File: src/hw/rtl/sha256bc_pkg.sv
// Shared types, constants and round functions of the SHA-256 block compression.
// Depends on nothing; every other file of the block imports it.
package sha256bc_pkg;

  localparam int WordW   = 32;
  localparam int NumMsg  = 16;
  localparam int NumHash = 8;
  localparam int NumRnd  = 64;

  typedef logic [WordW-1:0] word_t;
  typedef logic [5:0]       rnd_idx_t;
  typedef logic [2:0]       hash_idx_t;

  // Sequencer commands towards the schedule and round units
  typedef struct packed {
    logic     load_word;  // shift an input word into the schedule window
    logic     advance;    // shift the window and append the next expanded word
    logic     init;       // load the working variables with the initial hash
    logic     step;       // run one compression round
    rnd_idx_t round;      // index of the round being run
  } seq_ctrl_t;

  localparam word_t InitHash [NumHash] = '{
    32'h6a09e667, 32'hbb67ae85, 32'h3c6ef372, 32'ha54ff53a,
    32'h510e527f, 32'h9b05688c, 32'h1f83d9ab, 32'h5be0cd19
  };

  function automatic word_t rotr(input word_t v, input int n);
    return (v >> n) | (v << (WordW - n));
  endfunction

  function automatic word_t big_sigma0(input word_t v);
    return rotr(v, 2) ^ rotr(v, 13) ^ rotr(v, 22);
  endfunction

  function automatic word_t big_sigma1(input word_t v);
    return rotr(v, 6) ^ rotr(v, 11) ^ rotr(v, 25);
  endfunction

  function automatic word_t small_sigma0(input word_t v);
    return rotr(v, 7) ^ rotr(v, 18) ^ (v >> 3);
  endfunction

  function automatic word_t small_sigma1(input word_t v);
    return rotr(v, 17) ^ rotr(v, 19) ^ (v >> 10);
  endfunction

  function automatic word_t round_k(input rnd_idx_t t);
    word_t k;
    case (t)
      6'd0:  k = 32'h428a2f98;  6'd1:  k = 32'h71374491;
      6'd2:  k = 32'hb5c0fbcf;  6'd3:  k = 32'he9b5dba5;
      6'd4:  k = 32'h3956c25b;  6'd5:  k = 32'h59f111f1;
      6'd6:  k = 32'h923f82a4;  6'd7:  k = 32'hab1c5ed5;
      6'd8:  k = 32'hd807aa98;  6'd9:  k = 32'h12835b01;
      6'd10: k = 32'h243185be;  6'd11: k = 32'h550c7dc3;
      6'd12: k = 32'h72be5d74;  6'd13: k = 32'h80deb1fe;
      6'd14: k = 32'h9bdc06a7;  6'd15: k = 32'hc19bf174;
      6'd16: k = 32'he49b69c1;  6'd17: k = 32'hefbe4786;
      6'd18: k = 32'h0fc19dc6;  6'd19: k = 32'h240ca1cc;
      6'd20: k = 32'h2de92c6f;  6'd21: k = 32'h4a7484aa;
      6'd22: k = 32'h5cb0a9dc;  6'd23: k = 32'h76f988da;
      6'd24: k = 32'h983e5152;  6'd25: k = 32'ha831c66d;
      6'd26: k = 32'hb00327c8;  6'd27: k = 32'hbf597fc7;
      6'd28: k = 32'hc6e00bf3;  6'd29: k = 32'hd5a79147;
      6'd30: k = 32'h06ca6351;  6'd31: k = 32'h14292967;
      6'd32: k = 32'h27b70a85;  6'd33: k = 32'h2e1b2138;
      6'd34: k = 32'h4d2c6dfc;  6'd35: k = 32'h53380d13;
      6'd36: k = 32'h650a7354;  6'd37: k = 32'h766a0abb;
      6'd38: k = 32'h81c2c92e;  6'd39: k = 32'h92722c85;
      6'd40: k = 32'ha2bfe8a1;  6'd41: k = 32'ha81a664b;
      6'd42: k = 32'hc24b8b70;  6'd43: k = 32'hc76c51a3;
      6'd44: k = 32'hd192e819;  6'd45: k = 32'hd6990624;
      6'd46: k = 32'hf40e3585;  6'd47: k = 32'h106aa070;
      6'd48: k = 32'h19a4c116;  6'd49: k = 32'h1e376c08;
      6'd50: k = 32'h2748774c;  6'd51: k = 32'h34b0bcb5;
      6'd52: k = 32'h391c0cb3;  6'd53: k = 32'h4ed8aa4a;
      6'd54: k = 32'h5b9cca4f;  6'd55: k = 32'h682e6ff3;
      6'd56: k = 32'h748f82ee;  6'd57: k = 32'h78a5636f;
      6'd58: k = 32'h84c87814;  6'd59: k = 32'h8cc70208;
      6'd60: k = 32'h90befffa;  6'd61: k = 32'ha4506ceb;
      6'd62: k = 32'hbef9a3f7;  6'd63: k = 32'hc67178f2;
      default: k = 32'h428a2f98;
    endcase
    return k;
  endfunction

endpackage

File: src/hw/rtl/sha256bc_if.sv
// Valid/ready channel interfaces of the SHA-256 block compression.
// Depends on sha256bc_pkg for the word type.
interface sha256bc_msg_if;
  import sha256bc_pkg::*;
  logic  valid;
  logic  ready;
  word_t message_word;
  modport source (output valid, output message_word, input ready);
  modport sink   (input valid, input message_word, output ready);
endinterface

interface sha256bc_dig_if;
  import sha256bc_pkg::*;
  logic      valid;
  logic      ready;
  word_t     digest_word;
  hash_idx_t digest_index;
  logic      last_word;
  modport source (output valid, output digest_word, output digest_index, output last_word,
                  input ready);
  modport sink   (input valid, input digest_word, input digest_index, input last_word,
                  output ready);
endinterface

File: src/hw/rtl/sha256bc_sched.sv
// Message schedule: a sixteen-word sliding window that expands on the fly.
// Depends on sha256bc_pkg.
module sha256bc_sched (
  input  logic                   clk_i,
  input  sha256bc_pkg::seq_ctrl_t ctrl_i,
  input  sha256bc_pkg::word_t    word_i,
  output sha256bc_pkg::word_t    w_o
);
  import sha256bc_pkg::*;

  word_t win_q [NumMsg];
  word_t win_d [NumMsg];
  word_t next_w;

  // W[t+16] from the window that starts at W[t]
  assign next_w = small_sigma1(win_q[14]) + win_q[9] + small_sigma0(win_q[1]) + win_q[0];
  assign w_o    = win_q[0];

  always_comb begin
    for (int i = 0; i < NumMsg - 1; i++) begin
      win_d[i] = win_q[i+1];
    end
    win_d[NumMsg-1] = ctrl_i.load_word ? word_i : next_w;
  end

  always_ff @(posedge clk_i) begin
    if (ctrl_i.load_word || ctrl_i.advance) begin
      win_q <= win_d;
    end
  end

endmodule

File: src/hw/rtl/sha256bc_round.sv
// Compression round unit: eight working variables and one shared round datapath.
// Depends on sha256bc_pkg.
module sha256bc_round (
  input  logic                    clk_i,
  input  sha256bc_pkg::seq_ctrl_t ctrl_i,
  input  sha256bc_pkg::word_t     w_i,
  output sha256bc_pkg::word_t     v_o [sha256bc_pkg::NumHash]
);
  import sha256bc_pkg::*;

  word_t v_q [NumHash];
  word_t t1;
  word_t t2;

  assign t1 = v_q[7] + big_sigma1(v_q[4]) + ((v_q[4] & v_q[5]) ^ (~v_q[4] & v_q[6]))
            + round_k(ctrl_i.round) + w_i;
  assign t2 = big_sigma0(v_q[0])
            + ((v_q[0] & v_q[1]) ^ (v_q[0] & v_q[2]) ^ (v_q[1] & v_q[2]));
  assign v_o = v_q;

  always_ff @(posedge clk_i) begin
    if (ctrl_i.init) begin
      v_q <= InitHash;
    end else if (ctrl_i.step) begin
      v_q[0] <= t1 + t2;
      v_q[1] <= v_q[0];
      v_q[2] <= v_q[1];
      v_q[3] <= v_q[2];
      v_q[4] <= v_q[3] + t1;
      v_q[5] <= v_q[4];
      v_q[6] <= v_q[5];
      v_q[7] <= v_q[6];
    end
  end

endmodule

File: src/hw/rtl/sha256bc_digest.sv
// Digest buffer: adds the initial hash and hands out the eight words in order.
// Depends on sha256bc_pkg.
module sha256bc_digest (
  input  logic                  clk_i,
  input  logic                  rst_ni,
  input  logic                  load_i,
  input  sha256bc_pkg::word_t   v_i [sha256bc_pkg::NumHash],
  input  logic                  ready_i,
  output logic                  valid_o,
  output sha256bc_pkg::word_t   word_o,
  output sha256bc_pkg::hash_idx_t index_o,
  output logic                  last_o
);
  import sha256bc_pkg::*;

  word_t     hash_q [NumHash];
  logic      valid_q;
  hash_idx_t idx_q;

  assign valid_o = valid_q;
  assign word_o  = hash_q[idx_q];
  assign index_o = idx_q;
  assign last_o  = (idx_q == hash_idx_t'(NumHash - 1));

  always_ff @(posedge clk_i) begin
    if (load_i) begin
      for (int i = 0; i < NumHash; i++) begin
        hash_q[i] <= InitHash[i] + v_i[i];
      end
    end
  end

  always_ff @(posedge clk_i or negedge rst_ni) begin
    if (!rst_ni) begin
      valid_q <= 1'b0;
      idx_q   <= '0;
    end else if (load_i) begin
      valid_q <= 1'b1;
      idx_q   <= '0;
    end else if (valid_q && ready_i) begin
      // drop the buffer after the final word
      if (last_o) begin
        valid_q <= 1'b0;
      end
      idx_q <= idx_q + 3'd1;
    end
  end

endmodule

File: src/hw/rtl/sha256_block_compression_top.sv
// Top level of the SHA-256 single-block compression with its round sequencer.
// Depends on sha256bc_pkg, sha256bc_if, sha256bc_sched, sha256bc_round and sha256bc_digest.

// The block takes one padded 512-bit message block as sixteen 32-bit transactions on msg_i,
// first word most significant, and returns the eight words of its SHA-256 digest on dig_o,
// word 0 first, with last_word set on the eighth. Every block starts from the standard
// initial hash; there is no chaining between blocks. The sixteen words are taken at up to
// one per cycle. After the sixteenth, msg_i stays not ready while one shared round datapath
// runs the sixty-four rounds, a round per cycle, and the schedule window expands one word per
// cycle alongside it, and then until the digest has moved into the output buffer. From
// then on the next block is accepted while the eight digest words drain. If the previous
// digest has not been fully taken, the finished block waits in the working registers until
// the buffer is free.
module sha256_block_compression_top (
  input  logic                   clk_i,
  input  logic                   rst_ni,
  sha256bc_msg_if.sink           msg_i,
  sha256bc_dig_if.source         dig_o
);
  import sha256bc_pkg::*;

  typedef enum logic [1:0] {
    ST_COLLECT,
    ST_ROUNDS,
    ST_FINISH
  } seq_state_e;

  seq_state_e state_q, state_d;
  rnd_idx_t   cnt_q, cnt_d;   // word count while collecting, round index while compressing
  seq_ctrl_t  ctrl;
  logic       accept;
  logic       dig_busy;
  logic       dig_load;
  word_t      w;
  word_t      v [NumHash];

  assign msg_i.ready = (state_q == ST_COLLECT);
  assign accept      = msg_i.valid && msg_i.ready;
  assign dig_busy    = dig_o.valid;

  // Sequencer: collect sixteen words, run sixty-four rounds, then hand over the digest
  always_comb begin
    state_d        = state_q;
    cnt_d          = cnt_q;
    ctrl.load_word = 1'b0;
    ctrl.advance   = 1'b0;
    ctrl.init      = 1'b0;
    ctrl.step      = 1'b0;
    ctrl.round     = cnt_q;
    dig_load       = 1'b0;
    case (state_q)
      ST_COLLECT: begin
        if (accept) begin
          ctrl.load_word = 1'b1;
          if (cnt_q == rnd_idx_t'(NumMsg - 1)) begin
            // last word of the block: prime the working variables
            ctrl.init = 1'b1;
            cnt_d     = '0;
            state_d   = ST_ROUNDS;
          end else begin
            cnt_d = cnt_q + 6'd1;
          end
        end
      end
      ST_ROUNDS: begin
        ctrl.step    = 1'b1;
        ctrl.advance = 1'b1;
        cnt_d        = cnt_q + 6'd1;
        if (cnt_q == rnd_idx_t'(NumRnd - 1)) begin
          state_d = ST_FINISH;
        end
      end
      ST_FINISH: begin
        // hold the result until the previous digest has gone out
        if (!dig_busy) begin
          dig_load = 1'b1;
          state_d  = ST_COLLECT;
        end
      end
      default: begin
        state_d = ST_COLLECT;
        cnt_d   = '0;
      end
    endcase
  end

  always_ff @(posedge clk_i or negedge rst_ni) begin
    if (!rst_ni) begin
      state_q <= ST_COLLECT;
      cnt_q   <= '0;
    end else begin
      state_q <= state_d;
      cnt_q   <= cnt_d;
    end
  end

  sha256bc_sched u_sched (
    .clk_i  (clk_i),
    .ctrl_i (ctrl),
    .word_i (msg_i.message_word),
    .w_o    (w)
  );

  sha256bc_round u_round (
    .clk_i  (clk_i),
    .ctrl_i (ctrl),
    .w_i    (w),
    .v_o    (v)
  );

  sha256bc_digest u_digest (
    .clk_i   (clk_i),
    .rst_ni  (rst_ni),
    .load_i  (dig_load),
    .v_i     (v),
    .ready_i (dig_o.ready),
    .valid_o (dig_o.valid),
    .word_o  (dig_o.digest_word),
    .index_o (dig_o.digest_index),
    .last_o  (dig_o.last_word)
  );

endmodule

File: src/flat_wrapper.sv
// flat-port wrapper written by rule: the top's interface ports become plain ports
module sha256_block_compression_top_flat import sha256bc_pkg::*;
  (clk_i, rst_ni, msg_i_valid, msg_i_message_word, msg_i_ready, dig_o_valid, dig_o_digest_word, dig_o_digest_index, dig_o_last_word, dig_o_ready);
  sha256bc_msg_if msg_i_i ();
  sha256bc_dig_if dig_o_i ();
  input  logic clk_i;
  input  logic rst_ni;
  input wire logic [$bits(msg_i_i.valid)-1:0] msg_i_valid;
  input wire logic [$bits(msg_i_i.message_word)-1:0] msg_i_message_word;
  output wire logic [$bits(msg_i_i.ready)-1:0] msg_i_ready;
  output wire logic [$bits(dig_o_i.valid)-1:0] dig_o_valid;
  output wire logic [$bits(dig_o_i.digest_word)-1:0] dig_o_digest_word;
  output wire logic [$bits(dig_o_i.digest_index)-1:0] dig_o_digest_index;
  output wire logic [$bits(dig_o_i.last_word)-1:0] dig_o_last_word;
  input wire logic [$bits(dig_o_i.ready)-1:0] dig_o_ready;
  assign msg_i_i.valid = msg_i_valid;
  assign msg_i_i.message_word = msg_i_message_word;
  assign msg_i_ready = msg_i_i.ready;
  assign dig_o_valid = dig_o_i.valid;
  assign dig_o_digest_word = dig_o_i.digest_word;
  assign dig_o_digest_index = dig_o_i.digest_index;
  assign dig_o_last_word = dig_o_i.last_word;
  assign dig_o_i.ready = dig_o_ready;
  sha256_block_compression_top u_core (.clk_i(clk_i), .rst_ni(rst_ni), .msg_i(msg_i_i), .dig_o(dig_o_i));
endmodule
File: config.mk
export PLATFORM = sky130hd
export DESIGN_NAME = sha256_block_compression_top_flat
export DESIGN_NICKNAME = d
export VERILOG_FILES = /design/src/hw/rtl/sha256bc_pkg.sv /design/src/hw/rtl/sha256bc_if.sv /design/src/hw/rtl/sha256bc_sched.sv /design/src/hw/rtl/sha256bc_round.sv /design/src/hw/rtl/sha256bc_digest.sv /design/src/hw/rtl/sha256_block_compression_top.sv /design/src/flat_wrapper.sv
export SDC_FILE = /design/constraint.sdc
export NUM_CORES = 2
export LEC_CHECK = 0
export BUFFER_PORTS_ARGS = -buffer_cell sky130_fd_sc_hd__buf_2
export CAP_MARGIN = 40
export CORE_MARGIN = 2
export CORE_UTILIZATION = 50
export DETAILED_ROUTE_END_ITERATION = 8
export PLACE_DENSITY_LB_ADDON = 0.3
export SLEW_MARGIN = 40
export SYNTH_ARGS = -nofsm -noshare
export SYNTH_HDL_FRONTEND = slang
export SYNTH_HIERARCHICAL = 1
export SYNTH_SLANG_ARGS = --single-unit
File: constraint.sdc
create_clock -name clk_i -period 26.5 [get_ports clk_i]
set_input_delay 3.975 -clock clk_i [delete_from_list [all_inputs] [get_ports clk_i]]
set_output_delay 3.975 -clock clk_i [all_outputs]
set_load 0.005 [all_outputs]
# After elaboration in Yosys (flattened, before gate mapping)
# Memories as Yosys holds them, arrays and structs flattened.
# Index checks and enable logic that the tools add are counted.
# Widths: inputs -> output; s select.
dict set report word_totals {
  reg_bits 780
  latchBits 0
  ram_bits 256
  romBits 2048
  in_bits 36
  out_inout_bits 38
  elab_cells 120
  memories 2
}
# memory depth word_bits rd rd_ports_with_merged_regs write_ports line
set memory_table {}
lappend memory_table {{(name not given)} 64 32 1 0 0 sha256bc_pkg.sv:50} ;# case (t)
lappend memory_table {u_core.u_digest.hash_q 8 32 1 0 8 sha256bc_digest.sv:16} ;# word_t hash_q [NumHash];
dict set report classes {
  n_addsub 20
  n_mul 0
  div 0
  n_lt_le_gt_ge 0
  eq_ne 9
  n_shift 0
  n_mux 24
  bitwise_logic 28
  reduce_logical 9
}
# operator n
set op_table {}
lappend op_table {{$add 32x32->32} 10}
lappend op_table {{$xor 32x32->32} 9}
lappend op_table {{$and 32x32->32} 5}
lappend op_table {{$add 31x32->32 const A} 3}
lappend op_table {{$add 32x32->32 const A} 3}
lappend op_table {{$add 29x32->32 const A} 1}
lappend op_table {{$add 30x32->32 const A} 1}
lappend op_table {{$mux 32} 1}
lappend op_table {{$not 32->32} 1}
lappend op_table {{$or 10x32->32} 1}
lappend op_table {{$or 13x32->32} 1}
lappend op_table {{$or 14x32->32} 1}
lappend op_table {{$or 15x32->32} 1}
lappend op_table {{$or 19x32->32} 1}
lappend op_table {{$or 21x32->32} 1}
lappend op_table {{$or 25x32->32} 1}
lappend op_table {{$or 26x32->32} 1}
lappend op_table {{$or 30x32->32} 1}
lappend op_table {{$or 7x32->32} 1}
lappend op_table {{$xor 32x22->32} 1}
lappend op_table {{$xor 32x29->32} 1}
lappend op_table {{$pmux 6 s3} 1}
lappend op_table {{$mux 1} 13}
lappend op_table {{$mux 6} 2}
lappend op_table {{other kinds (19)} 28}

# Logic depth before layout (Yosys ltp)
dict set report logic_depth {
  word_depth 8
  ltp_mapped 35
}

# By module
# The synthesis kept the hierarchy.
# mod instances cells_per_inst area_each_um2 seq_area_each_um2
set modules_own_cells {}
lappend modules_own_cells {sha256bc_round 1 2624 21585.7 5124.9}
lappend modules_own_cells {sha256bc_sched 1 1178 20546.0 15374.7}
lappend modules_own_cells {sha256bc_digest 1 1123 14511.4 7787.5}
lappend modules_own_cells {sha256_block_compression_top 1 47 464.2 200.2}

# Worst setup path after synthesis
# Ideal clock, no wire load.
dict set report synth_timing {
  kind {register -> register}
  from {register u_core.state_q[1]}
  to {memory u_core/u_digest/hash_q[0][0] (netlist name), enable pin}
  setup_time_ns 1.250
  arrival_ns 19.368
  path_slack_ns 5.882
  path_stages_with_launch 3
  synth_period_minus_slack_ns 20.618
  cell_sequence {dfrtp_1 > buf_2 > nor3b_1}
}
# element line
set synth_rtl {}
lappend synth_rtl {{start, declared} sha256_block_compression_top.sv:28} ;# seq_state_e state_q, state_d;
lappend synth_rtl {{start signal, assigned} sha256_block_compression_top.sv:92} ;# state_q <= state_d;
lappend synth_rtl {{end, declared} sha256bc_digest.sv:16}

# Worst setup path in the final report
dict set report layout_timing {
  from {register u_core.cnt_q[1]}
  to {register u_core.u_round.v_q (netlist bit u_core/u_round/v_o[255])}
}
dict set report layout_between {
  elab_chain_len 4
  word_cells_on_any_way 8
  cone_classes {add/sub (3); eq/ne (1); mux (3); memory (1)}
}
# element line
set layout_rtl {}
lappend layout_rtl {{start, declared} sha256_block_compression_top.sv:29} ;# rnd_idx_t cnt_q, cnt_d;
lappend layout_rtl {{start signal, assigned} sha256_block_compression_top.sv:93} ;# cnt_q <= cnt_d;
lappend layout_rtl {{$mem_v2 64x32 / $eq 6x4->1 (equally long branches)} --}
lappend layout_rtl {{$add 32x32->32 / $mux 1 (equally long branches)} {sha256bc_round.sv:16, sha256_block_compression_top.sv:55}}
lappend layout_rtl {{$add 32x32->32 / $mux 1 (equally long branches)} {sha256bc_round.sv:16, sha256_block_compression_top.sv:53}}
lappend layout_rtl {{$add 32x32->32 / $mux 1 (equally long branches)} {sha256bc_round.sv:25, sha256_block_compression_top.sv:51}}
lappend layout_rtl {{end signal, assigned} sha256bc_round.sv:23} ;# v_q <= InitHash;
lappend layout_rtl {{end, declared} sha256bc_round.sv:11} ;# word_t v_q [NumHash];
# Parallel ways exist; a longest one is shown, timed or not.
# A chain may end at the register's enable or synchronous reset.

==> summary.txt <==
Syn Nets -> 5348
Final hold vios -> 0
Avg Inst Size Synth -> 11.5 sq um
Count of cell types in the netlist -> 107
Post-CTS sizing -> 0
H-tree Lvls -> 3
Storage cell area -> 0.0285 sq mm
Clk_skew -> 0.0495 ns
DP Wirelength -> 118000 um
Max-cap violations -> 0
Vias/cell -> 5.74
Worst-path fanout max -> 18
Synth Instances -> 4972
Initial Util -> 0.506
Worst path max stage delay -> 0.75 ns
Pre-CTS WS -> 17.68 ns
Fmax -> 0.111 GHz
Async SR Flop Fraction -> 0.0116
Port bufs -> 73
I/O pin count -> 74
Critical path class -> flip-flop to flip-flop
Residual DRC count -> 0
Critical Path Most Common Cell -> a21oi_1
Iteration count of the initial detailed-routing pass -> 6
Final #Nets -> 5363
Antenna violations before repair -> 3
Placed Cells incl. Taps -> 6379
Chip height -> 342 um
Synth top area cells -> edfxtp_1 (40%), dfxtp_1 (9.0%), fa_1 (6.6%), xnor2_1 (4.6%), xor2_1 (3.8%)
Vias in the first global route -> 36800
Drt wl/cell -> 24.1 um
Family with the most delay on the worst path -> compound AO/OA/AOI/OAI gates
Post-synth top area share -> 0.404
Area leader, netlist -> edfxtp_1
WP buf/inv -> 4
Routed WL -> 158000 um
Largest net degree at the start of global routing -> 117
GRT Total Usage -> 0.270
Hold Buf Count CTS -> 0
Post-synthesis instance area -> 0.0571 sq mm
Slew headroom -> 0.379
Root Buffer -> clkbuf_16
Top-count cell post-synth -> edfxtp_1
RSZ-0062 raised after global routing -> no
Hold WC Path Type -> flip-flop to flip-flop
Chip Width -> 342 um
Vias -> 37700
GPL Wtd Cong -> 0.985
Number of synthesized flops with an enable pin -> 768
Clock-pin slew on the worst setup and hold paths -> 0.06 ns
Clock Tree Buf Depth -> 3
Cell Rows -> 123
Final Critical Period -> 8.98 ns
Area Growth Syn to Fin -> 9.90%
Critical Path End Type -> flip-flop
Final period util -> 0.339
Register area share after synthesis -> 0.499
CP Data Required Time -> 27.11 ns
#FFs+latches synth -> 1036
Ys flop type -> edfxtp_1
Clock net sink count -> 1036
Die Area -> 0.117 sq mm
Slowest CP cell -> dfrtp_1
Slew @ Worst Pin -> 0.931 ns
Final max-slew violation count -> 0
Multi-input logic area -> 0.0260 sq mm
Layout Cells excl Fill -> 6577
Startpoint Class -> flip-flop
CTS tree -> done
Fraction of layout cells with a size suffix above 1 -> 0.0991
First-pass GRT wire length -> 235000 um
Core Box Area -> 0.113 sq mm
Commonest cells in the netlist -> edfxtp_1 (768), inv_1 (473), nand2_1 (386), nor2_1 (318), xnor2_1 (303)
Antenna Violating Nets Remaining -> 0
Setup bufs post-CTS -> 0
Fill cells -> 9483
CP arrival -> 9.59 ns
Skew-Pair Late Insertion Delay -> 0.72 ns
Final total negative setup slack -> 0 ns
Clock buffer count from CTS -> 105
Slack of the critical path -> 17.52 ns
Final setup fails -> 0
Synthesis Warnings -> 6
Outcome -> complete, no violations
Iter 0 DRT Violations -> 3735
GRT Residual Overflow -> 0
==> cells by family (layout without fill, tap and decap cells) <==
family | Yosys count | count (layout) | share of synthesized area
other cells | 0 | 1 | 0
flops | 1036 | 1036 | 0.499
simple gates | 1058 | 1058 | 0.0842
fa+ha+maj | 343 | 343 | 0.0996
buf+inv | 707 | 811 | 0.0469
mux | 353 | 353 | 0.0789
compound gates | 918 | 918 | 0.106
xor+xnor | 557 | 557 | 0.0860
==> sequential cells by signal (all words and copies together) (netlist names) <==
register                 count
u_core/u_sched/win_d       480
u_core/u_digest/valid_o      1
u_core/u_round/v_o         256
u_core/u_sched/w_o          32
u_core/u_digest/hash_q     256
u_core/state_q               2
u_core/cnt_q                 6
u_core/u_digest/index_o      3
==> cell type report <==
cell class	instances	share of cell area
repair buffers	137	0.0151
flip-flops and latches	1036	0.454
inverters	478	0.0286
diodes	1	0.0000399
well taps	1500	0.0299
clock inverters	62	0.0133
multi-input cells	3229	0.414
clock buffers	134	0.0446
==> through the flow <==
stage | cell area, sq um | util | hold slack, ns
floorplan | 57100 | - | 0.400
global placement | 59000 | 0.522 | 0.400
detailed placement | 59100 | 0.523 | 0.405
CTS | 62700 | 0.555 | 0.410
global route | 62800 | 0.556 | 0.420
finish | 62800 | 0.556 | 0.409
==> path summary, 6_finish.rpt <==
path                                           start                         end  slack (ns)  cells after the start
max                                  u_core/cnt_q[1]     u_core/u_round/v_o[255]       17.52                     34
min                        u_core/u_sched/win_d[256]   u_core/u_sched/win_d[288]        0.41                      0
max reg2reg                          u_core/cnt_q[1]     u_core/u_round/v_o[255]       17.52                     34
min reg2reg                u_core/u_sched/win_d[256]   u_core/u_sched/win_d[288]        0.41                      0
max in group asynchronous                     rst_ni  u_core/u_digest/index_o[0]       22.84                      1
min in group asynchronous                     rst_ni           u_core/state_q[1]        3.23                      1
==> routing by layer <==
metal,part of all wire,vias to the layer above,track usage
met4,0.044,0,0.111
met5,0,-,0
met2,0.48,1224,0.449
met3,0.054,291,0.0351
met1,0.42,18700,0.358
li1,-,17500,-
==> worst reg2reg max path: cells and delay by family (launching register included) <==
kind                       cells  cell delay [ns]
AOI/OAI and AO/OA             16             3.09
xor gates and xnor gates       2             0.40
adders and majority gates      6             2.78
buffers and inverters          4             0.57
DFF                            1             0.75
and+or+nand+nor                6             1.26
==> placed cells by master, fill, tap and decap left out, types with 21 or more instances in the layout <==
cell type	count
a211oi_1	49
a21o_1	80
a21oi_1	225
a311oi_1	21
a31oi_1	43
and3_1	27
buf_2	73
buf_4	50
clkbuf_1	23
clkbuf_16	105
dfxtp_1	256
edfxtp_1	768
fa_1	187
ha_1	153
inv_1	472
mux2_2	66
mux2i_1	216
mux4_2	71
nand2_1	386
nand2b_1	37
nand3_1	66
nor2_1	317
nor2b_1	25
nor3_1	75
o211ai_1	55
o21a_1	30
o21ai_0	198
o21ai_1	35
xnor2_1	303
xor2_1	251
Power is left out: the tool's default activity adds up to more than one toggle a clock period on the data nets, which glitch-free logic cannot reach.
